**src/hw/rtl/keyed_slot_registry_top_defines.svh**
```systemverilog
// ----------------------------------------------------------------------------
// keyed_slot_registry_top_defines
// Assertion macros used by the keyed slot registry top level.
// ----------------------------------------------------------------------------
`ifndef KEYED_SLOT_REGISTRY_TOP_DEFINES_SVH
`define KEYED_SLOT_REGISTRY_TOP_DEFINES_SVH

// Same-cycle implication, sampled on clk_i, off while rst_ni is low.
`define KSR_ASSERT_NOW(label, ante, cons, msg) \
  label: assert property (@(posedge clk_i) disable iff (!rst_ni) (ante) |-> (cons)) \
    else $error(msg);

// Next-cycle implication, sampled on clk_i, off while rst_ni is low.
`define KSR_ASSERT_NEXT(label, ante, cons, msg) \
  label: assert property (@(posedge clk_i) disable iff (!rst_ni) (ante) |=> (cons)) \
    else $error(msg);

`endif

```
**src/hw/rtl/ksr_pkg.sv**
```systemverilog
// ----------------------------------------------------------------------------
// ksr_pkg
// Types, codes and helpers of the keyed slot registry.
// ----------------------------------------------------------------------------
package ksr_pkg;

  localparam int unsigned OP_W     = 2;
  localparam int unsigned KEY_W    = 64;
  localparam int unsigned HANDLE_W = 32;
  localparam int unsigned CAP_W    = 7;
  localparam int unsigned SLOT_W   = 6;
  localparam int unsigned ACT_W    = 7;
  localparam int unsigned STAT_W   = 2;
  localparam int unsigned CTR_W    = 32;

  localparam logic [CAP_W-1:0] CAP_RESET = 7'd64;

  // request opcodes
  localparam logic [OP_W-1:0] OP_REGISTER   = 2'd0;
  localparam logic [OP_W-1:0] OP_UNREGISTER = 2'd1;
  localparam logic [OP_W-1:0] OP_LOOKUP     = 2'd2;
  localparam logic [OP_W-1:0] OP_NOP        = 2'd3;

  // result status codes
  localparam logic [STAT_W-1:0] STAT_OK        = 2'd0;
  localparam logic [STAT_W-1:0] STAT_FULL      = 2'd1;
  localparam logic [STAT_W-1:0] STAT_NOT_FOUND = 2'd2;

  typedef struct packed {
    logic                valid;
    logic [KEY_W-1:0]    key_high;
    logic [KEY_W-1:0]    key_low;
    logic [HANDLE_W-1:0] handle;
  } ksr_entry_t;

  typedef struct packed {
    logic [OP_W-1:0]     op;
    logic [KEY_W-1:0]    key_high;
    logic [KEY_W-1:0]    key_low;
    logic [HANDLE_W-1:0] entry_handle;
  } ksr_req_t;

  typedef struct packed {
    logic [STAT_W-1:0]   status;
    logic [SLOT_W-1:0]   slot_index;
    logic [HANDLE_W-1:0] found_handle;
    logic [ACT_W-1:0]    active_count;
    logic [CTR_W-1:0]    reg_count;
    logic [CTR_W-1:0]    lookup_count;
    logic [CTR_W-1:0]    hit_count;
    logic [CTR_W-1:0]    miss_count;
  } ksr_rsp_t;

  // controller -> datapath
  typedef struct packed {
    logic start;   // item accepted, load it
    logic clr_wr;  // clearing pass write
    logic issue;   // scan read at the current address
    logic latch;   // capture the matching slot
    logic commit;  // apply the item and load the result register
  } ksr_cmd_t;

  // datapath -> controller
  typedef struct packed {
    logic clear_last;
    logic direct;      // item resolves without a scan
    logic issue_done;
    logic rd_pend;
    logic hit;
    logic out_free;
  } ksr_sts_t;

  function automatic logic [CTR_W-1:0] sat_inc(input logic [CTR_W-1:0] v);
    return (v == '1) ? v : v + CTR_W'(1);
  endfunction

endpackage

```
**src/hw/rtl/ksr_ctrl.sv**
```systemverilog
// ----------------------------------------------------------------------------
// ksr_ctrl
// Sequencer of the registry: clearing pass, accept, slot scan, commit.
// ----------------------------------------------------------------------------
module ksr_ctrl (
  input  logic              clk_i,
  input  logic              rst_ni,
  input  logic              req_valid_i,
  output logic              req_ready_o,
  input  ksr_pkg::ksr_sts_t sts_i,
  output ksr_pkg::ksr_cmd_t cmd_o
);

  localparam int unsigned STATE_W = 2;
  localparam logic [STATE_W-1:0] S_CLEAR = 2'd0;
  localparam logic [STATE_W-1:0] S_IDLE  = 2'd1;
  localparam logic [STATE_W-1:0] S_SCAN  = 2'd2;
  localparam logic [STATE_W-1:0] S_FIN   = 2'd3;

  logic [STATE_W-1:0] state_q, state_d;

  always_comb begin
    state_d     = state_q;
    cmd_o       = '0;
    req_ready_o = 1'b0;
    case (state_q)
      S_CLEAR: begin
        cmd_o.clr_wr = 1'b1;
        if (sts_i.clear_last) begin
          state_d = S_IDLE;
        end
      end
      S_IDLE: begin
        req_ready_o = 1'b1;
        if (req_valid_i) begin
          cmd_o.start = 1'b1;
          state_d     = sts_i.direct ? S_FIN : S_SCAN;
        end
      end
      S_SCAN: begin
        cmd_o.issue = !sts_i.issue_done;
        if (sts_i.hit) begin
          cmd_o.latch = 1'b1;
          state_d     = S_FIN;
        end else if (!sts_i.rd_pend && sts_i.issue_done) begin
          // every read returned without a match
          state_d = S_FIN;
        end
      end
      S_FIN: begin
        if (sts_i.out_free) begin
          cmd_o.commit = 1'b1;
          state_d      = S_IDLE;
        end
      end
      default: begin
        state_d = S_CLEAR;
      end
    endcase
  end

  always_ff @(posedge clk_i or negedge rst_ni) begin
    if (!rst_ni) begin
      state_q <= S_CLEAR;
    end else begin
      state_q <= state_d;
    end
  end

endmodule

```
**config.mk**
```make
export PLATFORM = sky130hd
export DESIGN_NAME = ksr_ctrl
export DESIGN_NICKNAME = d
export VERILOG_FILES = /design/src/hw/rtl/keyed_slot_registry_top_defines.svh /design/src/hw/rtl/ksr_pkg.sv /design/src/hw/rtl/ksr_ctrl.sv
export SDC_FILE = /design/constraint.sdc
export NUM_CORES = 1
export LEC_CHECK = 0
export BUFFER_PORTS_ARGS = -buffer_cell sky130_fd_sc_hd__buf_2
export CAP_MARGIN = 20
export CORE_AREA = 2 2 39 41
export CTS_CLUSTER_SIZE = 28
export DETAILED_ROUTE_END_ITERATION = 8
export DIE_AREA = 0 0 41 43
export MAX_ROUTING_LAYER = met4
export PLACE_DENSITY = 0.49
export SETUP_SLACK_MARGIN = 0.4
export SLEW_MARGIN = 20
export SYNTH_ARGS = -nofsm -noshare
export SYNTH_HDL_FRONTEND = slang
export SYNTH_SLANG_ARGS = --single-unit
```
**constraint.sdc**
```tcl
create_clock -name clk_i -period 2.6 [get_ports clk_i]
set_input_delay 0.26 -clock clk_i [delete_from_list [all_inputs] [get_ports clk_i]]
set_output_delay 0.26 -clock clk_i [all_outputs]
set_load 0.02 [all_outputs]
```
; Word-level counts from Yosys, hierarchy flattened
; Cells that the tools add are included.
; W data, S select, Z words.
[op_classes]
eq_ne = 7
n_bitwise = 0
div_mod_pow = 0
shift = 0
add_sub_neg = 0
n_mux = 15
order_cmp = 0
mul = 0
n_reduce_logical = 5
[op_table]
columns = op, count
row1 = $mux W2, 6
row2 = $mux W1, 8
row3 = $pmux W2 S4, 1
row4 = $ne A2 B2 Y1 const B, 3
row5 = $eq A2 B2 Y1 const B, 2
row6 = $reduce_and A4 Y1, 1
row7 = $ne A3 B3 Y1 const B, 1
row8 = $eq A2 B1 Y1 const B, 1
row9 = $logic_not A1 Y1, 2
row10 = $logic_not A2 Y1, 1
row11 = $logic_and A1 B1 Y1, 1
[totals]
input_bits = 9
reg_bits = 2
mem_count = 0
romBits = 0
output_inout_bits = 6
wordCells = 28
ram_bits = 0
latchBits = 0

; Logic depth before layout (Yosys ltp)
; Gate-level depths: netlist of run 1.
[depth]
ltp_word = 5
mapped_depth = 5
mapped_depth_nobuf = 5

; Worst setup path after synthesis of run 1
; No wires, ideal clock.
[synth_path]
path_kind = register to register
from = register state_q[0]
to = register state_q[0]
stages_incl_launch_ff = 6
required_time_ns = 2.471
setup_time_ns = 0.129
n_path_buf = 0
period_less_slack_ns = 1.397
setup_slack_ns = 1.203
arrival_time_ns = 1.268
cell_sequence = dfrtp_1 > inv_1 > ha_1 > a222oi_1 > nand2_1 > mux2i_1
[synth_between]
elab_chain_len = 3
word_cells_on_any_way = 10
cone_classes = eq/ne (7) / mux (1) / reduce/logical (2)
[synth_rtl]
columns = element, line_no
row1 = start: declaration, ksr_ctrl.sv:20  ; logic [STATE_W-1:0] state_q, state_d;
row2 = start signal: assignment, ksr_ctrl.sv:66  ; state_q <= state_d;
row3 = "$eq A2 B2 Y1, or another cell as far along", ksr_ctrl.sv:26  ; case (state_q)
row4 = $ne A3 B3 Y1 (no source line) / $ne A2 B2 Y1 (equally long branches), --
row5 = $reduce_and A4 Y1 (no source line), --
; Several ways; a longest one is shown, not always the timed one.
; A chain may end at the register's enable or synchronous reset.

==> out/summary.txt, run 1 <==
Synth warn -> 0
Core box area -> 1380 um^2
Tot GR Track Use -> 0.0638
Minimum clock period after layout -> 1.49 ns
Worst Path Required -> 2.34 ns
Critical Path Source Type -> flop
Initial DRC Count -> 3
Row cnt -> 14
Syn nets -> 36
Xor and xnor area share after synthesis -> 0
Arrival time at the worst endpoint -> 1.23 ns
RR Startpoint -> state_q[0]$_DFFE_PN0P_
Area leader, netlist -> dfrtp_1
Via count -> 208
ANT cells -> 0
Worst path slowest cell -> dfrtp_1
CTS clk-pin slew, worst paths -> 0.03 ns
Multiplexer share of the synthesized area -> 0.0982
Layout cell share with drive strength beyond 1 -> 0.439
CP Launch Point -> state_q[0]$_DFFE_PN0P_
Max incr delay on CP -> 0.39 ns
Setup Skew -> 0.00283 ns
Crit Path Class -> reg -> out
Drc violations -> 0
Number of detailed-route iterations in the first pass -> 5
Biggest regs -> state_q: 2 flops
P&R area growth vs syn -> 60.1%
Gr ovfl total -> 0
Die ar. -> 1760 um^2
Ranking of synthesized cells by area -> dfrtp_1 (25%), ha_1 (25%), inv_1 (11%), mux2i_1 (9.8%), and2_1 (6.1%)
Vias per std cell -> 3.65
Synth Register Bits -> 2
Max-slew violations -> 0
Slew margin rel. -> 0.824
WL/cell -> 7.95 um
Leak -> 0.200 nW
Synth Area in Compound Gates -> 0.0859
Adder-cell share of the synthesized area -> 0.245
Seq/Total Area, Yosys -> 0.245
Longest Clk Path Bufs -> 2
R2R cell count -> 5
Most frequent cells in the layout -> buf_2 (14), inv_1 (6), ha_1 (4)
Pwr Density -> 1070 nW/um^2
Setup TNS -> 0 ns
Synth top area share -> 0.245
Worst vdd ir -> 0.299 mV
Die Span X -> 41 um
Dpl hpwl -> 389 um
I/O pin count -> 15
Crit-path max FO -> 4
Yosys cell types -> 12
# Max-Cap Violations -> 0
RR Endpoint -> state_q[1]$_DFFE_PN0P_
Final #Nets -> 56
Post_cts resized -> 0
Mapped cell area -> 204 um^2
Most common cell after layout, fill and taps aside -> buf_2
Initial Util -> 0.147
Drt total wl -> 453 um
Crit end category -> output pin
CTS Sinks -> 2
Worst path cell trace -> inv_1 > ha_1 > nor2b_1 > buf_2
Antenna violations before repair -> 0
Die H -> 43 um
Number of global-route vias before repair -> 174
Setup Buffers After CTS -> 0
TritonCTS clock tree -> yes
Pwr Total -> 0.350 mW
Worst-skew pair later-pin latency -> 0.22 ns
Final Setup Violations -> 0
RSZ-0062 raised after global routing -> false
Largest register by flop count -> state_q
GPL Wtd Cong -> 0.672
Syn_area_per_cell -> 8.87 um^2
Slew at the pin with the worst max-slew slack -> 0.264 ns
Status -> finished, final reports clean
Fmax -> 672 MHz
Hold Fails Final Rpt -> 0
CTS Buf Count -> 3
Worst R2R Setup Slack -> 1.23 ns
WHS -> 0.347 ns
Worst hold path class -> in -> async
Largest net degree at the start of global routing -> 5
H-Tree Depth -> 1
Max reg flops -> 2
Buffers on Ports -> 14
Main combinational cell family by area after synthesis -> adder cells
Mapped Cells -> 23
Global-route wire length before repair -> 648 um
Root buffer cell -> clkbuf_4
Post-Synth Simple-Gate Area -> 0.215
Routed Antenna Nets -> 0
Fin crit share -> 0.573
[cell usage after synthesis, drive strengths merged]
cell type  n
a211oi     1
a222oi     1
and2       3
dfrtp      2
ha         4
inv        6
mux2i      2
nand2      1
nand2b     1
nand3b     1
nor2b      1
[report_power, final]
part	internal, mW	total [mW]	switching (mW)
Sequential	0.0489	0.0619	0.0131
Clock	0.0509	0.0679	0.0170
Combinational	0.0924	0.221	0.128
Total	0.192	0.350	0.158
[worst max path at each step]
| stage | end | depth (start not counted) |
|---|---|---|
| after floorplan | state_q[0]$_DFFE_PN0P_ | 5 |
| after global placement | state_q[0]$_DFFE_PN0P_ | 5 |
| after detailed placement | state_q[0]$_DFFE_PN0P_ | 5 |
| after CTS | cmd_o[2] | 4 |
| after global routing | cmd_o[4] | 4 |
| final | cmd_o[2] | 4 |
[cell families (layout without fill, tap and decap cells)]
kind of cell | count (synthesis) | after routing
simple gates | 7 | 7
buf+inv | 6 | 24
fa+ha+maj | 4 | 4
compound gates | 2 | 2
mux | 2 | 2
flops | 2 | 2
[through the flow]
stage	std cells	setup slack (ns)	utilization	area (um^2)
after floorplan	23	1.20	-	204
after global placement	53	1.26	0.212	294
after detailed placement	53	1.22	0.212	294
after CTS	57	1.09	0.236	327
after global routing	57	1.02	0.236	327
final	57	1.11	0.236	327
[worst max-delay path: cells and delay by family (launching register included)]
| kind | cells | cell delay [ns] |
|---|---|---|
| adders and majority gates | 1 | 0.22 |
| and+or+nand+nor | 1 | 0.14 |
| buffers and inverters | 2 | 0.26 |
| DFF | 1 | 0.39 |
[routing by layer]
metal  up-vias  wire (um)  GRT usage
met3         0         44     0.0366
met2         6        247     0.0750
li1        111          -          -
met4         0          0     0.0800
met1        91        161     0.0611
met5         -          0          -
[layout make-up]
class / instances / area, um^2
sequential: 2 / 50.0
multi-input combinational: 15 / 131
timing repair buffer: 15 / 80.1
fill: 164 / 1060
tap: 16 / 20.0
inverter: 6 / 22.5
clock buffer: 3 / 22.5
[timing repair]
action | 4_1_cts | 5_1_grt
hold buffers | 1 | 0
hold endpoints to repair | 2 | 0
endpoints found under the setup margin | 0 | 0
Note: power is estimated with default switching activity, not from simulation.
==> inputs of run 2 (changes only) <==
- clock period: 2.6 -> 1.4 ns (I/O delays scaled with it)
==> out/summary.txt, run 2 (same netlist as run 1, synthesis figures left out) <==
Largest net degree at the start of global routing -> 5
Routed Antenna Nets -> 0
Most common cell after layout, fill and taps aside -> buf_2
Crit end category -> output pin
Initial Util -> 0.147
ANT cells -> 0
Global-route wire length before repair -> 779 um
Antenna violations before repair -> 0
Minimum clock period after layout -> 1.36 ns
Initial DRC Count -> 5
Vias per std cell -> 3.77
Crit-path max FO -> 4
P&R area growth vs syn -> 101%
Biggest regs -> state_q: 2 flops
Pwr Total -> 0.832 mW
Final Worst Setup Slack -> 0.0435 ns
Core box area -> 1380 um^2
Fillers -> 154
Placed Cells -> 53
Dpl ws -> 0.0241 ns
Gr ovfl total -> 0
Setup Skew -> 0.00102 ns
Die H -> 43 um
Layout cell share with drive strength beyond 1 -> 0.682
Slew at the pin with the worst max-slew slack -> 0.270 ns
Buffers on Ports -> 14
Fin crit share -> 0.969
Crit Path Class -> reg -> out
Arrival time at the worst endpoint -> 1.22 ns
Leak -> 0.216 nW
Max-slew violations -> 0
Longest Clk Path Bufs -> 2
Pwr Density -> 2030 nW/um^2
Critical Path Source Type -> flop
Tot GR Track Use -> 0.0710
I/O pin count -> 15
Worst hold path class -> in -> async
Die Span X -> 41 um
CTS Buf Count -> 3
Setup TNS -> 0 ns
Largest register by flop count -> state_q
Number of global-route vias before repair -> 241
CTS clk-pin slew, worst paths -> 0.03 ns
Die ar. -> 1760 um^2
Worst vdd ir -> 0.566 mV
Worst Path Required -> 1.26 ns
Dpl hpwl -> 408 um
CTS Sinks -> 2
TritonCTS clock tree -> yes
Drt total wl -> 501 um
Via count -> 226
Slew margin rel. -> 0.820
Max reg flops -> 2
GPL Wtd Cong -> 0.717
Drc violations -> 0
Most frequent cells in the layout -> buf_2 (9), buf_4 (6), inv_1 (4)
H-Tree Depth -> 1
Number of detailed-route iterations in the first pass -> 4
Root buffer cell -> clkbuf_4
Status -> finished, final reports clean
Fmax -> 737 MHz
Fin cells -> 60
# Max-Cap Violations -> 0
Hold Fails Final Rpt -> 0
WL/cell -> 8.35 um
RSZ-0062 raised after global routing -> true
Final #Nets -> 59
Final Setup Violations -> 0
Worst-skew pair later-pin latency -> 0.22 ns
Row cnt -> 14
[run 2: what timing repair did]
action,in CTS,in global routing
hold buffers,1,0
setup buffers,2,1
pin swaps,3,2
setup endpoints to repair,8,8
endpoints found under the hold margin,2,0
gates resized for setup,9,1
[run 2: cell type report]
cell class	count	area, um^2	area share
multi-input combinational	15	173	0.421
timing repair buffer	18	123	0.299
clock buffer	3	22.5	0.0549
tap	16	20.0	0.0488
inverter	6	22.5	0.0549
sequential	2	50.0	0.122
[run 2: worst max-delay path, cell delays in order (launching register included)]
cell and delay, ns:
dfrtp_1 0.40, inv_2 0.10, ha_2 0.21, and2_2 0.14, buf_2 0.15
[run 2: where the power goes]
group / internal, mW / total (mW) / switching [mW]
Sequential: 0.0906 / 0.123 / 0.0326
Clock: 0.0944 / 0.125 / 0.0309
Combinational: 0.302 / 0.584 / 0.282
[run 2: metrics by stage]
stage	hold slack (ns)	instance area, um^2	utilization
after detailed placement	-0.0712	320	0.231
after global routing	0.243	410	0.297
after floorplan	-0.156	230	-
final	0.226	410	0.297
after global placement	-0.0720	320	0.231
after CTS	0.224	400	0.289
[run 2: final timing paths]
check	slack, ns	endpoint	start	cells after the start
setup / recovery	0.04	cmd_o[4]	state_q[1]$_DFFE_PN0P_	4
hold / removal	0.23	state_q[1]$_DFFE_PN0P_	rst_ni	2
setup reg to reg	0.04	state_q[0]$_DFFE_PN0P_	state_q[1]$_DFFE_PN0P_	4
hold reg to reg	0.63	state_q[1]$_DFFE_PN0P_	state_q[1]$_DFFE_PN0P_	2
max in group asynchronous	1.07	state_q[0]$_DFFE_PN0P_	rst_ni	2
min in group clk_i	0.23	state_q[0]$_DFFE_PN0P_	sts_i[4]	3
[run 2: per-layer routing]
metal  GRT usage  vias to the layer above  routed length, um
met2       0.103                        9                253
li1            -                      117                  -
met3      0.0157                        0                 39
met1      0.0675                      100                208
met4      0.0800                        0                  0
met5           -                        -                  0
==> inputs of run 3 (changes only) <==
- CELL_PAD_IN_SITES_DETAIL_PLACEMENT: not set -> 0
- CELL_PAD_IN_SITES_GLOBAL_PLACEMENT: not set -> 2
- PLACE_DENSITY: 0.49 -> 0.73
==> out/summary.txt, run 3 (same netlist as run 1, synthesis figures left out) <==
Hold Fails Final Rpt -> 0
WHS -> 0.224 ns
Via count -> 219
Slew margin rel. -> 0.825
Tot GR Track Use -> 0.0679
Number of global-route vias before repair -> 201
Max reg flops -> 2
Arrival time at the worst endpoint -> 1.23 ns
GPL Wtd Cong -> 0.655
Setup Skew -> 0.000592 ns
Routed Antenna Nets -> 0
Longest Clk Path Bufs -> 2
WL/cell -> 8.61 um
DR top layer -> met3
Core box area -> 1380 um^2
Final Worst Setup Slack -> 0.0314 ns
Worst vdd ir -> 0.640 mV
Critical Path Source Type -> flop
Hold Crit Start -> sts_i[4]
Pwr Density -> 2070 nW/um^2
Most common cell after layout, fill and taps aside -> buf_2
Initial DRC Count -> 4
Final Setup Violations -> 0
Met3 wire length -> 41 um
Worst-skew pair later-pin latency -> 0.22 ns
Global-route wire length before repair -> 745 um
Gr ovfl total -> 0
Row cnt -> 14
Initial Util -> 0.147
ANT cells -> 0
Die ar. -> 1760 um^2
Status -> finished, final reports clean
CTS clk-pin slew, worst paths -> 0.03 ns
Fin crit share -> 0.978
Max-slew violations -> 0
Pwr Total -> 0.928 mW
Crit-path max FO -> 4
Biggest regs -> state_q: 2 flops
Number of detailed-route iterations in the first pass -> 4
Buffers on Ports -> 14
Crit Path Class -> reg -> out
Dpl ws -> 0.0508 ns
Slew at the pin with the worst max-slew slack -> 0.263 ns
Most frequent cells in the layout -> buf_2 (9), buf_4 (6), inv_1 (4), ha_4 (4)
CTS Buf Count -> 3
M1 WL -> 238 um
Largest net degree at the start of global routing -> 5
Final #Nets -> 60
Final core occ -> 0.325
Minimum clock period after layout -> 1.37 ns
Met2 wire length -> 245 um
Drc violations -> 0
Die Span X -> 41 um
Drt total wl -> 525 um
RR Startpoint -> state_q[0]$_DFFE_PN0P_
Dpl hpwl -> 411 um
P&R area growth vs syn -> 120%
Crit end category -> output pin
TritonCTS clock tree -> yes
Worst Path Required -> 1.26 ns
I/O pin count -> 15
Largest register by flop count -> state_q
Hold-critical path depth -> 3
H-Tree Depth -> 1
CP Launch Point -> state_q[1]$_DFFE_PN0P_
Antenna violations before repair -> 0
# Max-Cap Violations -> 0
Die H -> 43 um
Fmax -> 731 MHz
R2R cell count -> 4
Layout cell share with drive strength beyond 1 -> 0.733
Leak -> 0.225 nW
CTS Sinks -> 2
RSZ-0062 raised after global routing -> true
Vias per std cell -> 3.59
Root buffer cell -> clkbuf_4
Worst hold path class -> in -> reg
[run 3: cell types whose count changed in the layout (fill, tap and decap cells not counted), sizes merged]
cell  previous run  this run
buf             17        18
[run 3: path summary, 6_finish.rpt]
kind                                          endpoint  slack, ns
worst max-delay path                          cmd_o[1]       0.03
min in group asynchronous       state_q[1]$_DFFE_PN0P_       0.24
worst min-delay path            state_q[0]$_DFFE_PN0P_       0.22
worst min register to register  state_q[1]$_DFFE_PN0P_       0.67
max in group asynchronous       state_q[0]$_DFFE_PN0P_       1.06
worst max register to register  state_q[0]$_DFFE_PN0P_       0.06
[run 3: cell type report]
cell class	count	area, um^2
Sequential cell	2	52.6
Timing Repair Buffer	19	134
Tap cell	16	20.0
Clock buffer	3	22.5
Inverter	6	25.0
Fill cell	151	935
Multi-Input combinational cell	15	195
[run 3: repair_timing]
action / in CTS / in global routing
endpoints found under the setup margin: 8 / 8
resized for setup: 15 / 3
hold buffers: 1 / 0
buffers inserted: 1 / 3
hold endpoints to repair: 2 / 0
pin swaps: 3 / 1
[run 3: critical path, stage by stage (launching register included)]
cell and delay [ns]:
dfrtp_2 0.42, buf_4 0.15, ha_4 0.16, and2_4 0.13
buf_4 0.15
[run 3: through the flow]
stage,std cells,TNS (ns),instance area [um^2]
after CTS,58,0,418
after global placement,53,0,320
final,61,0,449
after global routing,61,-0.0605,449
after floorplan,23,0,230
after detailed placement,53,0,320
[run 3: power breakdown]
group	switching, mW	internal, mW
sequential	0.0533	0.0964
clock	0.0297	0.0943
combinational	0.301	0.353
total	0.384	0.544
[run 3: per-layer routing]
metal / up-vias / track usage
met3: 0 / 0.0314
met4: 0 / 0.0400
met1: 93 / 0.0772
met2: 7 / 0.0938
li1: 119 / -
met5: - / -
